**src/design/whp_pkg.sv**
```systemverilog
// Shared types, tag constants and a helper for the WAV header parser.
package whp_pkg;

    typedef enum logic [3:0] {
        PH_RIFF_TAG   = 4'd0,
        PH_RIFF_SIZE  = 4'd1,
        PH_WAVE_TAG   = 4'd2,
        PH_FMT_TAG    = 4'd3,
        PH_FMT_SIZE   = 4'd4,
        PH_FORMAT     = 4'd5,
        PH_CHANNELS   = 4'd6,
        PH_RATE       = 4'd7,
        PH_AVG        = 4'd8,
        PH_ALIGN      = 4'd9,
        PH_BITS       = 4'd10,
        PH_SKIP       = 4'd11,
        PH_CHUNK_TAG  = 4'd12,
        PH_CHUNK_SIZE = 4'd13,
        PH_DONE       = 4'd14
    } phase_t;

    typedef enum logic [1:0] {
        ST_OK      = 2'd0,
        ST_FORMAT  = 2'd1,
        ST_OVERRUN = 2'd2
    } status_t;

    localparam logic [31:0] TAG_RIFF = 32'h4646_4952;
    localparam logic [31:0] TAG_WAVE = 32'h4556_4157;
    localparam logic [31:0] TAG_FMT  = 32'h2074_6D66;
    localparam logic [31:0] TAG_FACT = 32'h7463_6166;
    localparam logic [31:0] TAG_DATA = 32'h6174_6164;
    localparam logic [31:0] FMT_MIN  = 32'h0000_0010;

    typedef struct packed {
        logic       first;
        logic [7:0] byte_value;
    } in_item_t;

    typedef struct packed {
        status_t     status;
        logic [15:0] audio_format;
        logic [15:0] num_channels;
        logic [31:0] sample_rate;
        logic [31:0] avg_byte_rate;
        logic [15:0] block_alignment;
        logic [15:0] sample_bits;
        logic [31:0] pcm_start;
        logic [31:0] pcm_length;
    } result_t;

    // Byte count of the item read in each phase.
    function automatic logic [2:0] item_size(input phase_t ph);
        logic [2:0] size;
        case (ph)
            PH_FORMAT, PH_CHANNELS, PH_ALIGN, PH_BITS: size = 3'd2;
            PH_SKIP, PH_DONE:                          size = 3'd1;
            default:                                   size = 3'd4;
        endcase
        return size;
    endfunction

endpackage

```
**src/design/whp_in_reg.sv**
```systemverilog
// Input register stage: holds one byte request until the parser takes it.
module whp_in_reg
    import whp_pkg::*;
(
    input  logic       aclk,
    input  logic       aresetn,
    input  logic       s_tvalid,
    output logic       s_tready,
    input  logic [7:0] s_tdata,
    input  logic       s_tuser,
    input  logic       advance,
    output logic       item_valid,
    output in_item_t   item
);

    logic     valid_reg;
    logic     valid_next;
    in_item_t item_reg;

    assign s_tready   = !valid_reg || advance;
    assign item_valid = valid_reg;
    assign item       = item_reg;

    always_comb begin
        if (s_tvalid && s_tready) begin
            valid_next = 1'b1;
        end else if (advance) begin
            valid_next = 1'b0;
        end else begin
            valid_next = valid_reg;
        end
    end

    always_ff @(posedge aclk) begin
        if (!aresetn) begin
            valid_reg <= 1'b0;
        end else begin
            valid_reg <= valid_next;
        end
    end

    always_ff @(posedge aclk) begin
        if (s_tvalid && s_tready) begin
            item_reg.first      <= s_tuser;
            item_reg.byte_value <= s_tdata;
        end
    end

endmodule

```
**src/design/whp_parse.sv**
```systemverilog
// Parser core: phase tracking, field assembly and length checks, one byte per step.
module whp_parse
    import whp_pkg::*;
(
    input  logic        aclk,
    input  logic        aresetn,
    input  logic        step,
    input  in_item_t    item,
    input  logic [31:0] total_len,
    output logic        res_valid,
    output result_t     res
);

    phase_t      phase_reg, phase_next;
    logic [31:0] pos_reg, pos_next;
    logic [1:0]  idx_reg, idx_next;
    logic [23:0] asm_reg, asm_next;
    logic [31:0] skip_reg, skip_next;
    logic        fact_reg, fact_next;
    logic [15:0] fmt_tag_reg, fmt_tag_next;
    logic [15:0] chan_reg, chan_next;
    logic [31:0] rate_reg, rate_next;
    logic [31:0] avg_reg, avg_next;
    logic [15:0] align_reg, align_next;
    logic [15:0] bits_reg, bits_next;
    logic [31:0] ext_reg, ext_next;
    logic [31:0] tag_reg, tag_next;

    phase_t      eff_phase;
    logic [31:0] eff_pos;
    logic [1:0]  eff_idx;
    logic        eff_fact;
    logic [31:0] pos_inc;
    logic [31:0] rem;
    logic [31:0] rem_inc;
    logic [2:0]  size;
    logic [2:0]  idx_plus;
    logic [31:0] word;
    logic [31:0] skip_cnt;

    // A first-byte mark restarts the parse before this byte is used.
    assign eff_phase = item.first ? PH_RIFF_TAG : phase_reg;
    assign eff_pos   = item.first ? 32'd0 : pos_reg;
    assign eff_idx   = item.first ? 2'd0 : idx_reg;
    assign eff_fact  = item.first ? 1'b0 : fact_reg;

    assign pos_inc  = eff_pos + 32'd1;
    assign rem      = (eff_pos <= total_len) ? total_len - eff_pos : 32'd0;
    assign rem_inc  = (pos_inc <= total_len) ? total_len - pos_inc : 32'd0;
    assign size     = item_size(eff_phase);
    assign idx_plus = {1'b0, eff_idx} + 3'd1;
    assign skip_cnt = (eff_phase == PH_BITS) ? ext_reg : word;

    always_comb begin
        case (eff_idx)
            2'd0:    word = {24'd0, item.byte_value};
            2'd1:    word = {16'd0, item.byte_value, asm_reg[7:0]};
            2'd2:    word = {8'd0, item.byte_value, asm_reg[15:0]};
            default: word = {item.byte_value, asm_reg};
        endcase
    end

    always_comb begin
        phase_next   = eff_phase;
        pos_next     = eff_pos;
        idx_next     = eff_idx;
        asm_next     = asm_reg;
        skip_next    = skip_reg;
        fact_next    = eff_fact;
        fmt_tag_next = fmt_tag_reg;
        chan_next    = chan_reg;
        rate_next    = rate_reg;
        avg_next     = avg_reg;
        align_next   = align_reg;
        bits_next    = bits_reg;
        ext_next     = ext_reg;
        tag_next     = tag_reg;
        res_valid    = 1'b0;
        res          = '0;

        if (eff_phase == PH_DONE) begin
            // drop bytes until the next mark
        end else if (eff_phase == PH_SKIP) begin
            pos_next = pos_inc;
            if (skip_reg <= 32'd1) begin
                skip_next  = 32'd0;
                phase_next = PH_CHUNK_TAG;
            end else begin
                skip_next = skip_reg - 32'd1;
            end
        end else if (eff_idx == 2'd0 && rem < {29'd0, size}) begin
            res_valid  = 1'b1;
            res.status = ST_OVERRUN;
            phase_next = PH_DONE;
        end else begin
            pos_next = pos_inc;
            asm_next = word[23:0];
            if (idx_plus < size) begin
                idx_next = idx_plus[1:0];
            end else begin
                idx_next = 2'd0;
                case (eff_phase)
                    PH_RIFF_TAG: begin
                        if (word != TAG_RIFF) begin
                            res_valid  = 1'b1;
                            res.status = ST_FORMAT;
                            phase_next = PH_DONE;
                        end else begin
                            phase_next = PH_RIFF_SIZE;
                        end
                    end
                    PH_RIFF_SIZE: phase_next = PH_WAVE_TAG;
                    PH_WAVE_TAG: begin
                        if (word != TAG_WAVE) begin
                            res_valid  = 1'b1;
                            res.status = ST_FORMAT;
                            phase_next = PH_DONE;
                        end else begin
                            phase_next = PH_FMT_TAG;
                        end
                    end
                    PH_FMT_TAG: begin
                        if (word != TAG_FMT) begin
                            res_valid  = 1'b1;
                            res.status = ST_FORMAT;
                            phase_next = PH_DONE;
                        end else begin
                            phase_next = PH_FMT_SIZE;
                        end
                    end
                    PH_FMT_SIZE: begin
                        if (word < FMT_MIN) begin
                            res_valid  = 1'b1;
                            res.status = ST_FORMAT;
                            phase_next = PH_DONE;
                        end else begin
                            // keep only the extension length for the later skip
                            ext_next   = word - FMT_MIN;
                            phase_next = PH_FORMAT;
                        end
                    end
                    PH_FORMAT: begin
                        fmt_tag_next = word[15:0];
                        phase_next   = PH_CHANNELS;
                    end
                    PH_CHANNELS: begin
                        chan_next  = word[15:0];
                        phase_next = PH_RATE;
                    end
                    PH_RATE: begin
                        rate_next  = word;
                        phase_next = PH_AVG;
                    end
                    PH_AVG: begin
                        avg_next   = word;
                        phase_next = PH_ALIGN;
                    end
                    PH_ALIGN: begin
                        align_next = word[15:0];
                        phase_next = PH_BITS;
                    end
                    PH_CHUNK_TAG: begin
                        tag_next   = word;
                        phase_next = PH_CHUNK_SIZE;
                    end
                    PH_BITS, PH_CHUNK_SIZE: begin
                        if (eff_phase == PH_BITS) begin
                            bits_next = word[15:0];
                        end
                        if (eff_phase == PH_BITS || (!eff_fact && tag_reg == TAG_FACT)) begin
                            // start a skip over the fmt extension or the fact body
                            if (eff_phase == PH_CHUNK_SIZE) begin
                                fact_next = 1'b1;
                            end
                            if (skip_cnt > rem_inc) begin
                                res_valid  = 1'b1;
                                res.status = ST_OVERRUN;
                                phase_next = PH_DONE;
                            end else if (skip_cnt == 32'd0) begin
                                phase_next = PH_CHUNK_TAG;
                            end else begin
                                skip_next  = skip_cnt;
                                phase_next = PH_SKIP;
                            end
                        end else if (tag_reg != TAG_DATA) begin
                            res_valid  = 1'b1;
                            res.status = ST_FORMAT;
                            phase_next = PH_DONE;
                        end else if (word > rem_inc) begin
                            res_valid  = 1'b1;
                            res.status = ST_OVERRUN;
                            phase_next = PH_DONE;
                        end else begin
                            res_valid           = 1'b1;
                            res.status          = ST_OK;
                            res.audio_format    = fmt_tag_reg;
                            res.num_channels    = chan_reg;
                            res.sample_rate     = rate_reg;
                            res.avg_byte_rate   = avg_reg;
                            res.block_alignment = align_reg;
                            res.sample_bits     = bits_reg;
                            res.pcm_start       = pos_inc;
                            res.pcm_length      = word;
                            phase_next          = PH_DONE;
                        end
                    end
                    default: phase_next = eff_phase;
                endcase
            end
        end
    end

    always_ff @(posedge aclk) begin
        if (!aresetn) begin
            phase_reg <= PH_RIFF_TAG;
            pos_reg   <= 32'd0;
            idx_reg   <= 2'd0;
            skip_reg  <= 32'd0;
            fact_reg  <= 1'b0;
        end else if (step) begin
            phase_reg <= phase_next;
            pos_reg   <= pos_next;
            idx_reg   <= idx_next;
            skip_reg  <= skip_next;
            fact_reg  <= fact_next;
        end
    end

    always_ff @(posedge aclk) begin
        if (step) begin
            asm_reg     <= asm_next;
            fmt_tag_reg <= fmt_tag_next;
            chan_reg    <= chan_next;
            rate_reg    <= rate_next;
            avg_reg     <= avg_next;
            align_reg   <= align_next;
            bits_reg    <= bits_next;
            ext_reg     <= ext_next;
            tag_reg     <= tag_next;
        end
    end

    a_fail_zero: assert property (@(posedge aclk) disable iff (!aresetn)
        (res_valid && res.status != ST_OK) |-> (res.pcm_start == 32'd0 && res.pcm_length == 32'd0))
        else $error("failure result carries nonzero payload");

    a_done_holds: assert property (@(posedge aclk) disable iff (!aresetn)
        (phase_reg == PH_DONE && !(step && item.first)) |=> phase_reg == PH_DONE)
        else $error("parser left the done phase without a first-byte mark");

    a_idx_phase: assert property (@(posedge aclk) disable iff (!aresetn)
        idx_reg != 2'd0 |-> (phase_reg != PH_SKIP && phase_reg != PH_DONE))
        else $error("field byte index set outside a field read");

endmodule

```
**src/design/whp_out_reg.sv**
```systemverilog
// Result register: holds one parse result until the downstream side takes it.
module whp_out_reg
    import whp_pkg::*;
(
    input  logic    aclk,
    input  logic    aresetn,
    input  logic    load,
    input  result_t res_in,
    output logic    m_tvalid,
    input  logic    m_tready,
    output result_t res_out
);

    logic    valid_reg;
    logic    valid_next;
    result_t res_reg;

    assign m_tvalid = valid_reg;
    assign res_out  = res_reg;

    always_comb begin
        if (load) begin
            valid_next = 1'b1;
        end else if (m_tready) begin
            valid_next = 1'b0;
        end else begin
            valid_next = valid_reg;
        end
    end

    always_ff @(posedge aclk) begin
        if (!aresetn) begin
            valid_reg <= 1'b0;
        end else begin
            valid_reg <= valid_next;
        end
    end

    always_ff @(posedge aclk) begin
        if (load) begin
            res_reg <= res_in;
        end
    end

endmodule

```
**src/design/wav_header_parser.sv**
```systemverilog
// Top level of the WAV header parser: input register, parser core, result register.
//
// The parser takes a WAV file one byte per request on the s_ stream (s_tuser high marks
// the first byte of a file and restarts the parse), checks the RIFF, WAVE and fmt tags
// and a fmt size of at least 16, reads the six format fields, skips an optional fact
// chunk and checks the data tag. It sends exactly one result on the m_ stream once the
// data chunk size is read or a check fails: status in m_tuser (0 ok, 1 bad tag or short
// fmt, 2 read, skip or PCM size past the file length) and the format fields, PCM offset
// and PCM length in m_tdata, all zero on failure. Bytes after the result are dropped
// until the next first-byte mark. Program the file length through cfg_we/cfg_wdata while
// no file is in flight. Throughput is one byte per clock unless a result waits on
// m_tready: each request passes the input register, the combinational parser logic (a
// 32-bit remaining-length subtract and compare sets that path) and, for the byte ending
// the header, the result register, so m_tvalid rises on the edge that steps the parser
// on that byte. A result stalled on m_tready holds the input register and s_tready.
module wav_header_parser
    import whp_pkg::*;
(
    input  logic         aclk,
    input  logic         aresetn,
    // configuration: file length in bytes
    input  logic         cfg_we,
    input  logic [31:0]  cfg_wdata,
    // byte stream in
    input  logic         s_tvalid,
    output logic         s_tready,
    input  logic [7:0]   s_tdata,   // [7:0] byte_value
    input  logic         s_tuser,   // [0] first_byte
    // parse result out
    output logic         m_tvalid,
    input  logic         m_tready,
    // [15:0] audio_format, [31:16] num_channels, [63:32] sample_rate,
    // [95:64] avg_byte_rate, [111:96] block_alignment, [127:112] sample_bits,
    // [159:128] pcm_start, [191:160] pcm_length
    output logic [191:0] m_tdata,
    output logic [1:0]   m_tuser    // [1:0] status
);

    logic [31:0] file_len_reg;
    logic        item_valid;
    in_item_t    item;
    logic        advance;
    logic        res_valid;
    result_t     res;
    result_t     res_out;

    // Hold the file length until rewritten.
    always_ff @(posedge aclk) begin
        if (!aresetn) begin
            file_len_reg <= 32'd0;
        end else if (cfg_we) begin
            file_len_reg <= cfg_wdata;
        end
    end

    // Advance the parser whenever a byte waits and the result register can take a result.
    assign advance = item_valid && (!m_tvalid || m_tready);

    whp_in_reg u_in_reg (
        .aclk       (aclk),
        .aresetn    (aresetn),
        .s_tvalid   (s_tvalid),
        .s_tready   (s_tready),
        .s_tdata    (s_tdata),
        .s_tuser    (s_tuser),
        .advance    (advance),
        .item_valid (item_valid),
        .item       (item)
    );

    whp_parse u_parse (
        .aclk      (aclk),
        .aresetn   (aresetn),
        .step      (advance),
        .item      (item),
        .total_len (file_len_reg),
        .res_valid (res_valid),
        .res       (res)
    );

    whp_out_reg u_out_reg (
        .aclk     (aclk),
        .aresetn  (aresetn),
        .load     (advance && res_valid),
        .res_in   (res),
        .m_tvalid (m_tvalid),
        .m_tready (m_tready),
        .res_out  (res_out)
    );

    // Pack the result, first field in the lowest bits.
    assign m_tdata = {res_out.pcm_length, res_out.pcm_start, res_out.sample_bits,
                      res_out.block_alignment, res_out.avg_byte_rate, res_out.sample_rate,
                      res_out.num_channels, res_out.audio_format};
    assign m_tuser = res_out.status;

    a_no_overwrite: assert property (@(posedge aclk) disable iff (!aresetn)
        (m_tvalid && !m_tready) |-> !advance)
        else $error("parser advanced while a result was stalled");

    a_status_range: assert property (@(posedge aclk) disable iff (!aresetn)
        m_tvalid |-> m_tuser <= ST_OVERRUN)
        else $error("result carries an undefined status code");

endmodule
```
**config.mk**
```make
export PLATFORM = sky130hd
export DESIGN_NAME = wav_header_parser
export DESIGN_NICKNAME = d
export VERILOG_FILES = /design/src/design/whp_pkg.sv /design/src/design/whp_in_reg.sv /design/src/design/whp_parse.sv /design/src/design/whp_out_reg.sv /design/src/design/wav_header_parser.sv
export SDC_FILE = /design/constraint.sdc
export NUM_CORES = 1
export LEC_CHECK = 0
export BUFFER_PORTS_ARGS = -buffer_cell sky130_fd_sc_hd__buf_2
export CORE_MARGIN = 2
export CORE_UTILIZATION = 32
export DETAILED_ROUTE_END_ITERATION = 16
export PLACE_DENSITY = 0.55
export SLEW_MARGIN = 20
export SYNTH_ARGS = -nofsm -noshare
export SYNTH_HDL_FRONTEND = slang
export SYNTH_SLANG_ARGS = --single-unit
```
**constraint.sdc**
```tcl
create_clock -name aclk -period 33 [get_ports aclk]
set_input_delay 1.65 -clock aclk [delete_from_list [all_inputs] [get_ports aclk]]
set_output_delay 1.65 -clock aclk [all_outputs]
set_load 0.02 [all_outputs]
```
==> results of run 1 <==
-- worst max-delay path: cells and delay by family, from the launching register on --
| kind | cells | cell delay, ps |
|---|---|---|
| compound gates | 7 | 1800 |
| xor+xnor | 1 | 140 |
| fa+ha+maj | 3 | 1040 |
| buf+inv | 6 | 1440 |
| flops | 1 | 370 |
| simple gates | 19 | 4820 |
-- layer usage --
layer	share of wire [%]	track usage (%)	vias up	wire [um]
met5	0	0	-	0
met4	2.8	5.74	0	2520
met3	6.5	2.49	132	5760
met2	47	31.8	812	41600
met1	44	26.8	10182	38800
li1	-	-	10016	-
-- metrics by stage --
| stage | util [%] | area, um2 | hold slack (ps) | setup WS, ps | cells |
|---|---|---|---|---|---|
| 2_1_floorplan | - | 27400 | 425 | 9750 | 2572 |
| 5_1_grt | 37.4 | 31800 | 490 | 22260 | 3981 |
| 3_5_place_dp | 35.2 | 29900 | 443 | 23250 | 3875 |
| 6_report | 37.4 | 31800 | 465 | 23160 | 3982 |
| 3_3_place_gp | 35.2 | 29900 | 436 | 23350 | 3875 |
| 4_1_cts | 37.4 | 31800 | 458 | 23220 | 3981 |
-- power by group --
group          leakage, nW  switching [W]  total (W)  internal (W)
Clock                0.915       0.000274   0.000647      0.000373
Combinational         6.23       0.000189   0.000281     0.0000922
Sequential            4.42      0.0000159   0.000760      0.000744
Total                 11.6       0.000478    0.00169       0.00121
-- cell type report --
class	count	area, um2	share of cell area, %
Multi-Input combinational cell	1840	11900	37.6
Antenna cell	1	2.50	0.00787
Sequential cell	524	14700	46.2
Tap cell	1144	1430	4.50
Clock buffer	75	1520	4.77
Clock inverter	31	373	1.17
Inverter	86	323	1.02
Timing Repair Buffer	281	1520	4.78
-- worst paths after layout --
check / from / end / cells after the start
max: u_in_reg.item[8] / u_parse.skip_reg[30] / 36
min: u_parse.pos_reg[17] / u_parse.pos_reg[17] / 1
max reg2reg: u_in_reg.item[8] / u_parse.skip_reg[30] / 36
min reg2reg: u_parse.pos_reg[17] / u_parse.pos_reg[17] / 1
-- cells by family (layout without fill, tap and decap cells) --
| logic type | Yosys count | in the layout | synth area share (%) |
|---|---|---|---|
| DFF | 524 | 524 | 53.5 |
| buffers and inverters | 208 | 473 | 3.13 |
| adders and majority gates | 145 | 145 | 6.66 |
| AOI/OAI and AO/OA | 543 | 543 | 13.1 |
| and+or+nand+nor | 1009 | 1009 | 18.6 |
| other | 0 | 1 | 0 |
| xor gates and xnor gates | 91 | 91 | 3.01 |
| muxes | 52 | 52 | 1.91 |
-- Yosys cell counts, types with 5 or more instances --
| cell | number |
|---|---|
| buf_2 | 37 |
| a311oi_1 | 6 |
| inv_1 | 86 |
| o21a_1 | 26 |
| a2111oi_0 | 6 |
| nor2_1 | 246 |
| mux2i_1 | 49 |
| and3_1 | 31 |
| dfxtp_1 | 105 |
| nor4b_1 | 9 |
| o2111ai_1 | 5 |
| xor2_1 | 20 |
| o211ai_1 | 15 |
| nand3_1 | 70 |
| buf_1 | 11 |
| clkbuf_1 | 68 |
| and2_1 | 140 |
| a211oi_1 | 20 |
| or3_1 | 20 |
| nand4_1 | 51 |
| o31ai_1 | 7 |
| nand2_1 | 218 |
| a21o_1 | 28 |
| edfxtp_1 | 419 |
| or4_1 | 11 |
| a41oi_1 | 6 |
| and4_1 | 9 |
| nor3_1 | 80 |
| a21oi_1 | 154 |
| or2_2 | 9 |
| a22oi_1 | 28 |
| o21ai_0 | 111 |
| a2bb2o_1 | 5 |
| a31oi_1 | 13 |
| o32ai_1 | 22 |
| o221ai_1 | 5 |
| a211o_1 | 5 |
| nor4_1 | 33 |
| o2bb2ai_1 | 11 |
| nor2b_1 | 34 |
| o21ai_1 | 5 |
| o22ai_1 | 12 |
| xnor2_1 | 69 |
| ha_1 | 142 |
| nand2b_1 | 25 |
==> results_dict.tcl, run 1 <==
set metrics [dict create \
    syn_area_mm2 0.0274 \
    r2r_slack_ps 23160 \
    cap_violations 0 \
    drc_errors 0 \
    fin_skew_ps 16.1 \
    cts_tree "yes" \
    vias 21142 \
    crit_fanout 42 \
    yosys_warnings 0 \
    hp-class "flip-flop to flip-flop" \
    cts_resized 0 \
    synth_cells 2572 \
    synth_top_area_share_pct 45.9 \
    ys_top_cells_by_area "edfxtp_1 (46%), dfxtp_1 (7.7%), ha_1 (6.5%)" \
    avgSynthCellArea_um2 10.7 \
    synth_top_area_cell "edfxtp_1" \
    yosysSeqAreaShare_pct 53.5 \
    clk_latency_ps 630 \
    end_kind "flip-flop" \
    path_clk_slew_ps 60 \
    largest_reg_flops 194 \
    core_mm2 0.0850 \
    rows 107 \
    routed_wl_um 88700 \
    initial_core_util_pct 32.3 \
    syn2layout_area_growth_pct 15.9 \
    slew_viol_final 0 \
    wl_per_cell_um 22.3 \
    max_freq_mhz 102 \
    final_common_cell "edfxtp_1" \
    hold_viol 0 \
    cts-root-buf "clkbuf_16" \
    async_flop_share_pct 0 \
    fin_nets 2980 \
    finalSetupViolCount 0 \
    place_hpwl_um 64300 \
    drtIter0Drc 2062 \
    synthDistinctLibCells 93 \
    power_w 0.00169 \
    p_per_area_mw_per_mm2 53.1 \
    crit_required_ps 33460 \
    yosys_most_used_dff "edfxtp_1" \
    antenna_found_initial 0 \
    tns_ps 0 \
    synth.ff_latch_count 524 \
    relSlewSlack_pct 24.9 \
    drive_above_1_share_pct 14.3 \
    gp_congestion 0.923 \
    final_cell_mix "edfxtp_1 (419), nor2_1 (244), buf_2 (241)" \
    h-tree-depth 2 \
    dieWidth_um 297 \
    syn-num-nets 2762 \
    grt_pass1_vias 20138 \
    ant_nets 0 \
    num-fill-cells 8359 \
    ir_drop_mv 0.0442 \
    critical_path_class "flip-flop to flip-flop" \
    grt_start_max_net_pins 167 \
    postCtsHoldBufs 0 \
    synth_edf_count 419 \
    viasPerCell 5.31 \
    drt-pass1-iter-count 6 \
    cts_made_buffers 57 \
    grt_setup_unrepaired "no" \
    period_minus_slack_ps 9840 \
    status "complete, no violations" \
    start_kind "flip-flop" \
    overflow 0 \
    io_pins 242 \
    fin_crit_sh_pct 29.8 \
    cts.sinks 524 \
    slowest_delay_ps 750 \
    dieHeight_um 297 \
    portBuffers 241 \
    leakagePower_nw 11.6 \
    postCtsSetupRepairBufs 0 \
    critPathSlowestCell "nor2_2" \
    worst_slew_pin_slew_ps 1130 \
    critPathArrivalTime_ps 10300 \
    dieArea_mm2 0.0881 \
    clk_path_buf_depth 3 \
    grt_pass1_wl_um 131000 \
    grt_usage_pct 19.4 \
]
(Power assumes the default switching activity.)
==> run 2: changes to the inputs <==
Settings changed: PLACE_DENSITY 0.55 to 0.57.
Clock period 33 ns to 8.4 ns, I/O delays scaled along.
==> results_dict.tcl, run 2 (same netlist as run 1, synthesis figures left out) <==
set metrics [dict create \
    grt_start_max_net_pins 82 \
    crit_top_cell "o21a_1" \
    final_cell_mix "edfxtp_1 (419), nor2_1 (241), buf_2 (241)" \
    fin_ws_ps 248 \
    wl_met3_um 6350 \
    period_minus_slack_ps 8150 \
    worst_slew_pin_slew_ps 1060 \
    r2r_slack_ps 250 \
    crit_fanout 42 \
    gp_congestion 0.913 \
    viasPerCell 5.32 \
    cp_top_family "simple AND/OR/NAND/NOR gates" \
    initial_core_util_pct 32.3 \
    drive_above_1_share_pct 16.6 \
    fin_nets 3034 \
    p_per_area_mw_per_mm2 207 \
    grt_pass1_vias 20176 \
    r2r-end "u_out_reg.res_out[48]" \
    met1_length_um 37700 \
    drc_errors 0 \
    slowest_delay_ps 500 \
    h-tree-depth 2 \
    io_pins 242 \
    cts-root-buf "clkbuf_16" \
    rows 107 \
    ir_drop_mv 0.155 \
    routed_wl_um 88100 \
    antenna_cells 0 \
    final_common_cell "edfxtp_1" \
    status "complete, no violations" \
    critPathSlowestCell "edfxtp_1" \
    leakagePower_nw 11.9 \
    start_kind "flip-flop" \
    cts_made_buffers 58 \
    place_inst 3904 \
    core_mm2 0.0850 \
    slew_viol_final 0 \
    r2r_start "u_in_reg.item[8]" \
    hold-worst-slack_ps 31.8 \
    syn2layout_area_growth_pct 19.0 \
    antenna_found_initial 2 \
    vias 21477 \
    fin_skew_ps 47.8 \
    finalNonFillerCells 4037 \
    post-place-ws_ps -301 \
    crit_required_ps 8800 \
    dieHeight_um 297 \
    largest_reg_flops 194 \
    ant_nets 0 \
    dieWidth_um 297 \
    hp-start "cfg_wdata[6]" \
    power_w 0.00677 \
    whs_endpoint "file_len_reg[6]" \
    cts.sinks 524 \
    hp-class "input pin to flip-flop" \
    relSlewSlack_pct 29.5 \
    drtIter0Drc 2203 \
    end_kind "flip-flop" \
    num-fill-cells 8366 \
    wl_per_cell_um 21.8 \
    cap_violations 0 \
    critical_path_class "flip-flop to flip-flop" \
    fin_crit_sh_pct 97.0 \
    path_clk_slew_ps 60 \
    portBuffers 241 \
    critPathBufInv 2 \
    place_hpwl_um 64700 \
    highest_layer "met5" \
    cts_tree "yes" \
    clk_latency_ps 650 \
    grt_pass1_wl_um 129000 \
    min_path_cells 3 \
    r2r_cells 32 \
    clk_path_buf_depth 3 \
    max_freq_mhz 123 \
    met2_length_um 41500 \
    dieArea_mm2 0.0881 \
    overflow 0 \
    finalSetupViolCount 0 \
    hold_viol 0 \
    drt-pass1-iter-count 5 \
    grt_usage_pct 19.1 \
    critPathArrivalTime_ps 8550 \
]
==> run 2: changes by cell type in the layout (fill, tap and decap cells not counted), moves of 4 or more <==
cell           before  now
and3_1             31   27
buf_12              1    5
buf_4              39   66
clkbuf_1           15    5
clkinv_1           10   19
clkinv_4            1    6
dlygate4sd3_1       0   18
ha_1              142  136
ha_4                0    5
nand2_1           218  213
o21ai_0           111  106
==> run 2: layout make-up <==
cell class	count	area (um2)	area share, %
repair buffers	334	2030	6.23
clock buffers	65	1510	4.63
inverters	86	329	1.01
flip-flops and latches	524	14700	45.0
multi-input cells	1840	12200	37.3
well taps	1144	1430	4.39
clock inverters	44	467	1.43
==> run 2: worst min-delay path, cell delays in order <==
cell and delay, ps:
buf_2 90, mux2i_1 60, nor2_1 70
==> run 2: worst max-delay path by stage <==
| stage | startpoint | to | slack (ps) | cells past startpoint |
|---|---|---|---|---|
| after floorplan | u_in_reg.item[8] | u_out_reg.res_out[0] | -2980 | 31 |
| after global placement | u_in_reg.item[8] | u_out_reg.res_out[46] | -260 | 32 |
| after detailed placement | u_in_reg.item[8] | u_out_reg.res_out[46] | -300 | 32 |
| after CTS | u_in_reg.item[8] | u_out_reg.res_out[46] | 20 | 32 |
| after global routing | u_in_reg.item[8] | u_out_reg.res_out[48] | -30 | 32 |
| final | u_in_reg.item[8] | u_out_reg.res_out[48] | 250 | 32 |
==> run 2: power by group <==
| group | switching, W | total [W] | internal, W |
|---|---|---|---|
| clock network | 0.00109 | 0.00261 | 0.00151 |
| registers | 0.0000596 | 0.00298 | 0.00292 |
| logic | 0.000784 | 0.00118 | 0.000394 |
| total | 0.00194 | 0.00677 | 0.00483 |
==> run 2: through the flow <==
stage	setup TNS, ps	util, %	area, um2
after floorplan	-581780	-	27700
after global routing	-56.1	38.4	32600
final	0	38.4	32600
after detailed placement	-22640	35.7	30400
after CTS	0	38.3	32500
after global placement	-18120	35.7	30400
==> run 2: repair_timing <==
| action | in CTS | in global routing |
|---|---|---|
| hold buffers | 18 | 0 |
| pin swaps | 0 | 3 |
| resized for setup | 3 | 15 |
| hold endpoints to repair | 18 | 0 |
| endpoints found under the setup margin | 192 | 402 |
| setup buffers | 0 | 6 |
==> run 2: metal layers <==
layer / up-vias / track usage [%]
li1: 10119 / -
met1: 10287 / 26.1
met2: 920 / 31.5
met3: 149 / 2.77
met4: 2 / 5.73
met5: - / 0
